--- src/sv/bpa_pkg.sv ---
`timescale 1ns / 1ps

package bpa_pkg;

  localparam int ACTION_W = 2;
  localparam int COUNT_W  = 13;
  localparam int ADDR_W   = 24;
  localparam int LEN_W    = 25;
  localparam int CFG_W    = 13;
  localparam int PG_W     = 13;  // managed pages never exceed the 13-bit register
  localparam int WORD_W   = 32;
  localparam int OFF_W    = 5;
  localparam int POS_W    = 6;   // bit position or one past the word
  localparam int WIX_W    = PG_W - OFF_W;

  localparam logic [ACTION_W-1:0] ACT_ALLOC   = 2'd0;
  localparam logic [ACTION_W-1:0] ACT_FREE    = 2'd1;
  localparam logic [ACTION_W-1:0] ACT_RESERVE = 2'd2;

  localparam logic [CFG_W-1:0] PAGES_IN_USE_RST = 13'd4096;
  localparam logic [POS_W-1:0] POS_NONE         = 6'd32;

  // control into the shared word unit
  typedef struct packed {
    logic [OFF_W-1:0] off;    // scan: first bit to look at
    logic [POS_W-1:0] lim;    // scan: bits at or above are out of range
    logic [OFF_W-1:0] lo;     // mark: first bit of the run in this word
    logic [POS_W-1:0] hi;     // mark: one past the last bit
    logic             set;    // mark: 1 occupy, 0 release
  } wu_ctl_t;

  typedef struct packed {
    logic              has_free;
    logic [POS_W-1:0]  f;       // first free bit at or after off
    logic [POS_W-1:0]  b;       // first busy or out-of-range bit at or after f, 32 if none
    logic [WORD_W-1:0] merged;  // word with the mark applied
  } wu_res_t;

  // lowest set bit, 32 when the vector is empty
  function automatic logic [POS_W-1:0] ffs32(input logic [WORD_W-1:0] v);
    logic [POS_W-1:0] r;
    r = POS_NONE;
    for (int i = WORD_W - 1; i >= 0; i--) begin
      if (v[i]) r = POS_W'(i);
    end
    return r;
  endfunction

endpackage

--- src/sv/bpa_word_unit.sv ---
`timescale 1ns / 1ps

module bpa_word_unit (
  input  logic [bpa_pkg::WORD_W-1:0] word_i,
  input  bpa_pkg::wu_ctl_t           ctl_i,
  output bpa_pkg::wu_res_t           res_o
);
  import bpa_pkg::*;

  logic [WORD_W-1:0] in_range;
  logic [WORD_W-1:0] from_off;
  logic [WORD_W-1:0] free_bits;
  logic [WORD_W-1:0] from_f;
  logic [WORD_W-1:0] stop_bits;
  logic [WORD_W-1:0] mask;
  logic [POS_W-1:0]  f;

  always_comb begin
    for (int i = 0; i < WORD_W; i++) begin
      in_range[i] = POS_W'(i) < ctl_i.lim;
      from_off[i] = OFF_W'(i) >= ctl_i.off;
      mask[i]     = (OFF_W'(i) >= ctl_i.lo) && (POS_W'(i) < ctl_i.hi);
    end
  end

  assign free_bits = ~word_i & in_range & from_off;
  assign f         = ffs32(free_bits);

  always_comb begin
    for (int i = 0; i < WORD_W; i++) begin
      from_f[i] = POS_W'(i) >= f;
    end
  end

  // out-of-range bits end a run like busy ones
  assign stop_bits = ~(~word_i & in_range) & from_f;

  assign res_o.has_free = |free_bits;
  assign res_o.f        = f;
  assign res_o.b        = ffs32(stop_bits);
  assign res_o.merged   = ctl_i.set ? (word_i | mask) : (word_i & ~mask);

endmodule

--- config.mk ---
export PLATFORM = sky130hd
export DESIGN_NAME = bpa_word_unit
export DESIGN_NICKNAME = d
export VERILOG_FILES = /design/src/sv/bpa_pkg.sv /design/src/sv/bpa_word_unit.sv
export SDC_FILE = /design/constraint.sdc
export NUM_CORES = 1
export LEC_CHECK = 0
export BUFFER_PORTS_ARGS = -buffer_cell sky130_fd_sc_hd__buf_2
export CAP_MARGIN = 30
export CORE_ASPECT_RATIO = 0.9
export CORE_MARGIN = 2
export CORE_UTILIZATION = 50
export DETAILED_ROUTE_END_ITERATION = 10
export GPL_ROUTABILITY_DRIVEN = 0
export PLACE_DENSITY_LB_ADDON = 0.15
export SYNTH_ARGS = -nofsm -noshare
export SYNTH_HDL_FRONTEND = slang
export SYNTH_SLANG_ARGS = --single-unit
--- constraint.sdc ---
create_clock -name vclk -period 12.1
set_input_delay 2.42 -clock vclk [all_inputs]
set_output_delay 2.42 -clock vclk [all_outputs]
set_load 0.01 [all_outputs]
### Word-level counts from Yosys, hierarchy flattened

Cells that the tools add are included.

| cells by class | value |
|---|---|
| add/subtract/negate cells | 0 |
| multiply operators | 0 |
| div/mod/pow operators | 0 |
| $lt $le $gt $ge | 160 |
| eq/ne operators | 0 |
| shift-type cells | 0 |
| multiplexer cells | 65 |
| bitwise logic cells | 8 |
| reduce and logical (&&, ||, !) cells | 33 |

Operators with widths:

| operator | count |
|---|---|
| $mux 6 | 64 |
| $lt 5x6->1 const A | 32 |
| $ge 5x5->1 const A | 32 |
| $and 32x32->32 | 4 |
| $ge 5x6->1 const A | 16 |
| $lt 4x6->1 const A | 16 |
| $not 32->32 | 3 |
| $ge 4x5->1 const A | 16 |
| $ge 4x6->1 const A | 8 |
| $lt 3x6->1 const A | 8 |
| $ge 3x5->1 const A | 8 |
| $logic_and 1x1->1 | 32 |
| $mux 32 | 1 |
| $or 32x32->32 | 1 |
| $reduce_or 32->1 | 1 |
| $ge 3x6->1 const A | 4 |
| $lt 1x6->1 const A | 4 |
| $lt 2x6->1 const A | 4 |
| $ge 1x5->1 const A | 4 |
| $ge 2x5->1 const A | 4 |
| $ge 1x6->1 const A | 2 |
| $ge 2x6->1 const A | 2 |

| storage, ports and cells | value |
|---|---|
| flip-flop bits (word level) | 0 |
| bits in latches | 0 |
| RAM bits | 0 |
| memory bits (read-only) | 0 |
| input port bits | 55 |
| output and inout port bits | 45 |
| logic and storage cells | 266 |
| memories kept | 0 |

### Depth between registers and ports, before layout

Gate-level depths: netlist of run 1.

| logic depth | value |
|---|---|
| word-level depth | 69 |
| gate-level depth with buffers | 15 |
| mapped depth without buffers | 12 |

### Least setup slack after synthesis of run 1

Ideal clock, no wire load.

| path | value |
|---|---|
| path type | input -> output |
| from | input ctl_i[17] (netlist name) |
| to | output res_o[33] (netlist name) |
| data arrival time | 5.229 ns |
| required time | 9.680 ns |
| path slack | 4.451 ns |
| stages on the path | 14 |
| path buffers | 3 |
| cells stage by stage | buf_6 buf_6 buf_6 a2111o_1 and2_1 o41ai_2 nand2_2 nor3_4 nand2_1 or3_1 a21bo_1 a32oi_1 o211ai_1 a211oi_2 |

RTL lines:

| item | RTL line | source |
|---|---|---|
| start: declaration | bpa_word_unit.sv:5 | `input bpa_pkg::wu_ctl_t ctl_i,` |
| end: declaration | bpa_word_unit.sv:6 | `output bpa_pkg::wu_res_t res_o` |

==> summary.txt, run 1 <==
Status
  • Outcome: complete, no violations

Synthesis
  • Synth warnings: 0
  • Avg Cell Area, Syn: 6.53 µm²
  • Syn nets: 593
  • Mapped Area: 3510 µm²
  • Synthesized instance count: 538
  • Sequential cell area fraction in the yosys report: 0%
  • Netlist cell types: 89

Die
  • Initial core utilization: 52.5%
  • FP Rows: 28
  • I/O pins: 100
  • Die ar.: 7720 µm²
  • Die width: 92.4 µm
  • Die height: 83.5 µm
  • Core Region: 6690 µm²

STA
  • Setup TNS: 0 ns
  • Worst-Margin Slew: 1.02 ns
  • RSZ-0062 raised after global routing: no
  • Final min period: 8.94 ns
  • Final setup vio count: 0
  • Max-slew headroom: 31.4%
  • Max frequency: 112 MHz
  • PnR worst setup slack: 3.16 ns
  • Crit share post-route: 73.8%
  • Slew Viols, Final: 0
  • Fin. Hold Viols: 0

Final layout
  • Final core area utilization: 58.8%
  • Area Growth Syn to Fin: 11.9%
  • NumNets Final: 658
  • Design area: 3930 µm²
  • Antenna fix cells: 0
  • Sequential Area: 0 µm²
  • Fill cell count: 701
  • Most common cell after layout, fill and taps aside: buf_2
  • FFs & Latches: 0
  • Most frequent cells in the layout: buf_2 (100), nor2_1 (60), nand2_1 (53), a21oi_1 (48), mux2_2 (31)
  • Multi-input gate area: 3250 µm²
  • Ratio of cells with drive above 1 in the final layout: 28.5%
  • Clkbuf count: 0

Drt
  • Via Count: 4,974
  • Met3 WL: 1.82 mm
  • Met1 wire length: 5.82 mm
  • DRT Wirelength: 13.9 mm
  • Vias per cell: 7.20
  • # DRC: 0
  • DR top layer: met4
  • DRT iter0 DRCs: 723
  • Wire per inst: 20.1 µm
  • DR pass1 iterations: 5
  • WL met2: 5.72 mm
  • Post-route antenna net violation count: 0

Setup path
  • CP Max Fanout: 27
  • Crit Path Class: in -> out
  • Arr. time, crit path: 6.52 ns
  • CP endpoint kind: output pin
  • Startpoint types: primary input
  • Slowest CP cell: nor2_1
  • Cell mode on critical path: buf_2
  • Crit-path cells: buf_2 > nor4_4 > o311ai_1 > a211oi_2 > nand2_2 > nor2_1 > nand2_1 > o31a_1 > a31o_1 > and4b_1 > nand2b_1 > a41oi_1 > buf_2
  • Max incr delay on CP: 0.73 ns
  • Crit path required time: 9.68 ns

Global route
  • GRT Resource Usage Total: 34.5%
  • First-pass GRT wire length: 22.3 mm
  • Vias in the first global route: 4,396
  • Pin count of the biggest net entering global routing: 33
  • Initial antenna violation count: 0
  • Overflow left after global routing: 0

Placement
  • Place WS: 3.31 ns
  • Area after DPL: 3930 µm²
  • IO Port Bufs: 100
  • Post-DP HPWL: 11.0 mm

Hold path
  • HP Class: in -> out

Run
  • MaxCap Viol Count: 0

Clocking
  • Setup bufs post-CTS: 0
  • Post_cts resized: 0
  • Hold_buf cts: 0

Power and ir drop
  • Leak: 1.57 nW
  • P per Cell Area: 54.9 nW/µm²
  • Peak supply drop: 0.0000300 V
[final timing paths]
kind | start | end | slack [ns] | depth (start not counted)
setup / recovery | ctl_i[17] | res_o[35] | 3.16 | 13
hold / removal | word_i[0] | res_o[0] | 5.17 | 3
[stage by stage]
stage               std cells  total power, mW  hold slack [ns]
floorplan                 538            0.147             4.97
global placement          691            0.205             5.17
detailed placement        691            0.206             5.17
CTS                       691            0.207             5.17
global route              691            0.231             5.18
finish                    691            0.216             5.17
[synthesized netlist by cell type, types with 5 or more instances]
cell type | count | area (µm²)
nand4_1 | 7 | 43.8
buf_2 | 16 | 80.1
o21ai_0 | 17 | 85.1
inv_1 | 15 | 56.3
nand2_1 | 53 | 199
o21ai_1 | 5 | 25.0
o211a_1 | 5 | 50.1
a211oi_1 | 18 | 135
mux2_2 | 31 | 349
a21o_1 | 10 | 75.1
nand3_1 | 11 | 55.1
o31ai_1 | 7 | 52.6
a21oi_1 | 48 | 240
and3_1 | 8 | 50.1
or3_1 | 6 | 37.5
nor2b_1 | 6 | 37.5
nor2_1 | 60 | 225
o22ai_1 | 7 | 43.8
clkbuf_1 | 13 | 48.8
a31oi_1 | 6 | 37.5
o21a_1 | 9 | 67.6
nand2b_1 | 8 | 50.1
or2_2 | 8 | 50.1
nor3_1 | 20 | 100
o211ai_1 | 16 | 120
and2_1 | 11 | 68.8
[report_power, final]
group          internal, mW  switching (mW)
clock network             0               0
registers                 0               0
logic                0.0779           0.138
[critical path, delay by kind of cell]
kind,cells,cell delay (ns)
buf+inv,2,0.42
compound gates,5,1.65
simple gates,6,2.03
[layer usage]
layer  up-vias  global-route usage [%]
met5         -                       0
met4         0                    11.1
met3        62                    5.51
met2       405                    51.4
met1      2260                    49.9
li1       2247                       -
[logic make-up after synthesis]
| group | after synthesis | synth area share [%] |
|---|---|---|
| buffers and inverters | 54 | 7.40 |
| muxes | 32 | 10.2 |
| and+or+nand+nor | 223 | 32.6 |
| AOI/OAI and AO/OA | 229 | 49.7 |
[layout make-up]
class	instances	area share (%)
Multi-Input combinational cell	484	82.8
Timing Repair Buffer	100	12.7
Tap cell	90	2.86
Inverter	17	1.62
(Power assumes the default switching activity.)
==> run 2, diff against run 1 <==
Settings changed: ABC_AREA set to 1.
Clock period 12.1 ns to 8.8 ns, I/O delays scaled along.
==> run 2 against run 1 <==
  * Setup slack worse by 2.3 ns
  * Die area is 21% lower
  * Hold slack worse by 1.3 ns
  * Power is 20% higher
  * Highest routed layer unchanged
==> summary.txt, run 2 <==
STA
  • Fin. Hold Viols: 0
  • Setup TNS: 0 ns
  • Slew Viols, Final: 0
  • Max frequency: 126 MHz
  • Final min period: 7.96 ns
  • RSZ-0062 raised after global routing: no
  • Worst-Margin Slew: 0.761 ns
  • Final setup vio count: 0
  • Max-slew headroom: 49.2%
  • PnR worst setup slack: 0.837 ns
  • Crit share post-route: 90.5%

Die
  • Die height: 74.5 µm
  • Die width: 82.3 µm
  • I/O pins: 100
  • Die ar.: 6130 µm²
  • Initial core utilization: 52.2%
  • FP Rows: 25
  • Core Region: 5290 µm²

Placement
  • Area after DPL: 3290 µm²
  • IO Port Bufs: 100
  • Post-DP HPWL: 8.82 mm
  • Placed Cells: 740
  • Place WS: 0.928 ns

Hold path
  • WHS Endpoint: res_o[17]
  • WHS Path Cells: 4
  • Hold path start: ctl_i[0]
  • HP Class: in -> out

Final layout
  • NumNets Final: 730
  • Antenna fix cells: 0
  • Clkbuf count: 0
  • Most frequent cells in the layout: nand2_1 (184), buf_2 (100), inv_1 (90), nor2_1 (63), o21ai_0 (50)
  • Non-filler cells, final: 740
  • Design area: 3290 µm²
  • Area Growth Syn to Fin: 19.5%
  • Sequential Area: 0 µm²
  • Ratio of cells with drive above 1 in the final layout: 21.7%
  • FFs & Latches: 0
  • Most common cell after layout, fill and taps aside: nand2_1
  • Fill cell count: 575

Setup path
  • Crit path required time: 7.04 ns
  • CP Max Fanout: 12
  • Startpoint types: primary input
  • CP endpoint kind: output pin
  • Slowest CP cell: nor2_2
  • Cell mode on critical path: nand2_1
  • Max incr delay on CP: 0.41 ns
  • Crit Path Class: in -> out
  • Arr. time, crit path: 6.20 ns

Power and ir drop
  • P per Cell Area: 78.4 nW/µm²
  • Peak supply drop: 0.0000313 V
  • Leak: 1.88 nW
  • Overall Power: 0.258 mW

Drt
  • Via Count: 4,203
  • DR pass1 iterations: 6
  • DRT Wirelength: 10.4 mm
  • Vias per cell: 5.68
  • DRT iter0 DRCs: 557
  • # DRC: 0
  • Wire per inst: 14.0 µm
  • Post-route antenna net violation count: 0

Global route
  • First-pass GRT wire length: 16.5 mm
  • Pin count of the biggest net entering global routing: 32
  • GRT Resource Usage Total: 34.2%
  • Overflow left after global routing: 0
  • Initial antenna violation count: 0
  • Vias in the first global route: 3,523

Synthesis
  • Synth top area share: 25.0%
  • Mapped Area: 2760 µm²
  • Commonest cells post-synth: nand2_1 (184), inv_1 (90), nor2_1 (63)
  • Synth warnings: 0
  • Most common cell in the netlist: nand2_1
  • Syn nets: 638
  • Sequential cell area fraction in the yosys report: 0%
  • Synth top area cells: nand2_1 (25%), inv_1 (12%), o21ai_0 (9.1%)
  • Synthesized instance count: 583
  • Avg Cell Area, Syn: 4.73 µm²
  • Yosys top cell by area: nand2_1
  • Netlist cell types: 40

Clocking
  • Post_cts resized: 0
  • Hold_buf cts: 0
  • Setup bufs post-CTS: 0

Run
  • MaxCap Viol Count: 0

Status
  • Outcome: complete, no violations
==> run 2: worst max-delay path, delay by kind of cell <==
family,cells,cell delay [ns]
simple gates,37,2.77
compound gates,4,0.66
buf+inv,11,0.99
==> run 2: worst max path at each step <==
stage                   start         to  slack (ns)  depth (start not counted)
global route        ctl_i[17]  res_o[32]        0.16                         54
CTS                 ctl_i[17]  res_o[32]        0.91                         52
detailed placement  ctl_i[17]  res_o[32]        0.93                         52
floorplan           ctl_i[17]  res_o[32]        1.80                         51
global placement    ctl_i[17]  res_o[32]        1.01                         52
finish              ctl_i[17]  res_o[32]        0.84                         52
==> run 2: per-stage QoR <==
stage	hold slack, ns	util, %
floorplan	3.68	-
global placement	3.83	62.3
detailed placement	3.83	62.3
CTS	3.83	62.3
global route	3.86	62.3
finish	3.83	62.3
==> run 2: kinds of logic after synthesis <==
family / after synthesis / synth area share, %
buf+inv: 124 / 17.2
simple gates: 313 / 49.8
compound gates: 146 / 32.9
==> run 2: report_power, final <==
part | total, mW | switching [mW] | leakage (nW) | internal [mW]
registers | 0 | 0 | 0 | 0
logic | 0.258 | 0.173 | 1.88 | 0.0855
clock network | 0 | 0 | 0 | 0
total | 0.258 | 0.173 | 1.88 | 0.0855
==> run 2: layout make-up <==
cell class	count	area, µm²	share of cell area, %
Inverter	114	428	13.0
Tap cell	67	83.8	2.54
Timing Repair Buffer	100	500	15.2
Multi-Input combinational cell	459	2280	69.3
==> run 2: metal layers <==
layer / wire (µm) / up-vias / global-route usage [%]
li1: - / 2095 / -
met1: 4500 / 1786 / 49.4
met2: 4280 / 285 / 53.6
met3: 1380 / 37 / 6.31
met4: 225 / 0 / 5.56
met5: 0 / - / 0
==> run 3, diff against run 2 <==
Settings changed: BUFFER_PORTS_ARGS -buffer_cell sky130_fd_sc_hd__buf_2 to unset, DONT_BUFFER_PORTS set to 1, RECOVER_POWER set to 25.
==> run 3 against run 2 <==
  * Utilization is 9.5 points lower
  * Non-clock buffer count is 100 lower
  * Wire length is 3.7% lower
  * Combinational power is 17% lower
  * First-iteration DRC count is 1.6% lower
  * Design area is 15% lower
  * Maximum frequency is 1.7% higher
  * Sequential share of layout area stayed put
  * Critical path depth stayed put
  * Clock-buffer cell count stayed put
  * Sequential cell count stayed put
==> summary.txt, run 3 (synthesized netlist as in run 2, its figures left out) <==
Status
  • Outcome: complete, no violations

Die
  • Die ar.: 6130 µm²
  • Core Region: 5290 µm²
  • Die height: 74.5 µm
  • Initial core utilization: 52.2%
  • FP Rows: 25
  • I/O pins: 100
  • Die width: 82.3 µm

Global route
  • Vias in the first global route: 3,235
  • GRT Resource Usage Total: 32.2%
  • Initial antenna violation count: 0
  • Overflow left after global routing: 0
  • Pin count of the biggest net entering global routing: 32
  • First-pass GRT wire length: 15.4 mm

Setup path
  • Buf/Inv on CP: 10
  • Arr. time, crit path: 6.07 ns
  • Levels on crit path: 52
  • Slowest CP cell: nor2_2
  • CP endpoint kind: output pin
  • Max incr delay on CP: 0.40 ns
  • Startpoint types: primary input
  • Crit path required time: 7.04 ns
  • CP Max Fanout: 12
  • Cell mode on critical path: nand2_1
  • Crit Path Class: in -> out
  • Delay-heaviest family, CP: simple AND/OR/NAND/NOR gates

Drt
  • DRT iter0 DRCs: 548
  • # DRC: 0
  • Vias per cell: 5.93
  • Post-route antenna net violation count: 0
  • DR pass1 iterations: 8
  • Wire per inst: 15.6 µm
  • Via Count: 3,796
  • DRT Wirelength: 10.0 mm

STA
  • RSZ-0062 raised after global routing: no
  • Fin. Hold Viols: 0
  • Final min period: 7.83 ns
  • Crit share post-route: 89.0%
  • Worst-Margin Slew: 0.742 ns
  • Final setup vio count: 0
  • Max-slew headroom: 50.5%
  • Slew Viols, Final: 0
  • Max frequency: 128 MHz
  • Setup TNS: 0 ns

Placement
  • Post-DP HPWL: 8.67 mm
  • IO Port Bufs: 0

Final layout
  • Area Growth Syn to Fin: 1.32%
  • Clkbuf count: 0
  • Sequential Area: 0 µm²
  • NumNets Final: 630
  • Ratio of cells with drive above 1 in the final layout: 8.03%
  • Antenna fix cells: 0
  • Final core area utilization: 52.9%
  • Most common cell after layout, fill and taps aside: nand2_1
  • Fill cell count: 606
  • Most frequent cells in the layout: nand2_1 (184), inv_1 (90), nor2_1 (63), o21ai_0 (50), a21oi_1 (23)
  • FFs & Latches: 0

Clocking
  • Setup bufs post-CTS: 0
  • Hold_buf cts: 0
  • Post_cts resized: 0

Power and ir drop
  • Leak: 1.47 nW
  • Peak supply drop: 0.0000299 V
  • P per Cell Area: 77.1 nW/µm²

Run
  • MaxCap Viol Count: 0

Hold path
  • WHS Path Cells: 2
  • HP Class: in -> out
run 3: cell types whose count changed in the layout (fill, tap and decap cells not counted), sizes merged:
cell,before,now
buf,100,0
run 3: report_power, final:
part	internal [mW]	switching [mW]	leakage [nW]	total [mW]
combinational	0.0620	0.153	1.47	0.215
clock	0	0	0	0
sequential	0	0	0	0
run 3: metal layers:
metal,track usage [%],wire [µm],vias up
met1,47.1,4340,1624
met2,50.7,4090,256
met5,0,0,-
met3,5.10,1400,21
li1,-,-,1895
met4,4.26,178,0
run 3: final timing paths:
path                    end  slack, ns        from
setup / recovery  res_o[32]       0.97   ctl_i[17]
hold / removal    res_o[14]       3.69  word_i[14]
run 3: cell type report:
type	count	area [µm²]	area share (%)
Multi-Input combinational cell	459	2280	81.7
Inverter	114	428	15.3
Tap cell	67	83.8	3.00
run 3: per-stage QoR:
stage	hold slack, ns	setup WS (ns)	area (µm²)	power, mW	std cells
final	3.69	0.971	2790	0.215	640
after global routing	3.70	0.329	2790	0.242	640
after CTS	3.69	1.01	2790	0.210	640
after detailed placement	3.69	1.03	2790	0.209	640
after global placement	3.69	1.14	2790	0.207	640
after floorplan	3.68	1.80	2760	0.175	583
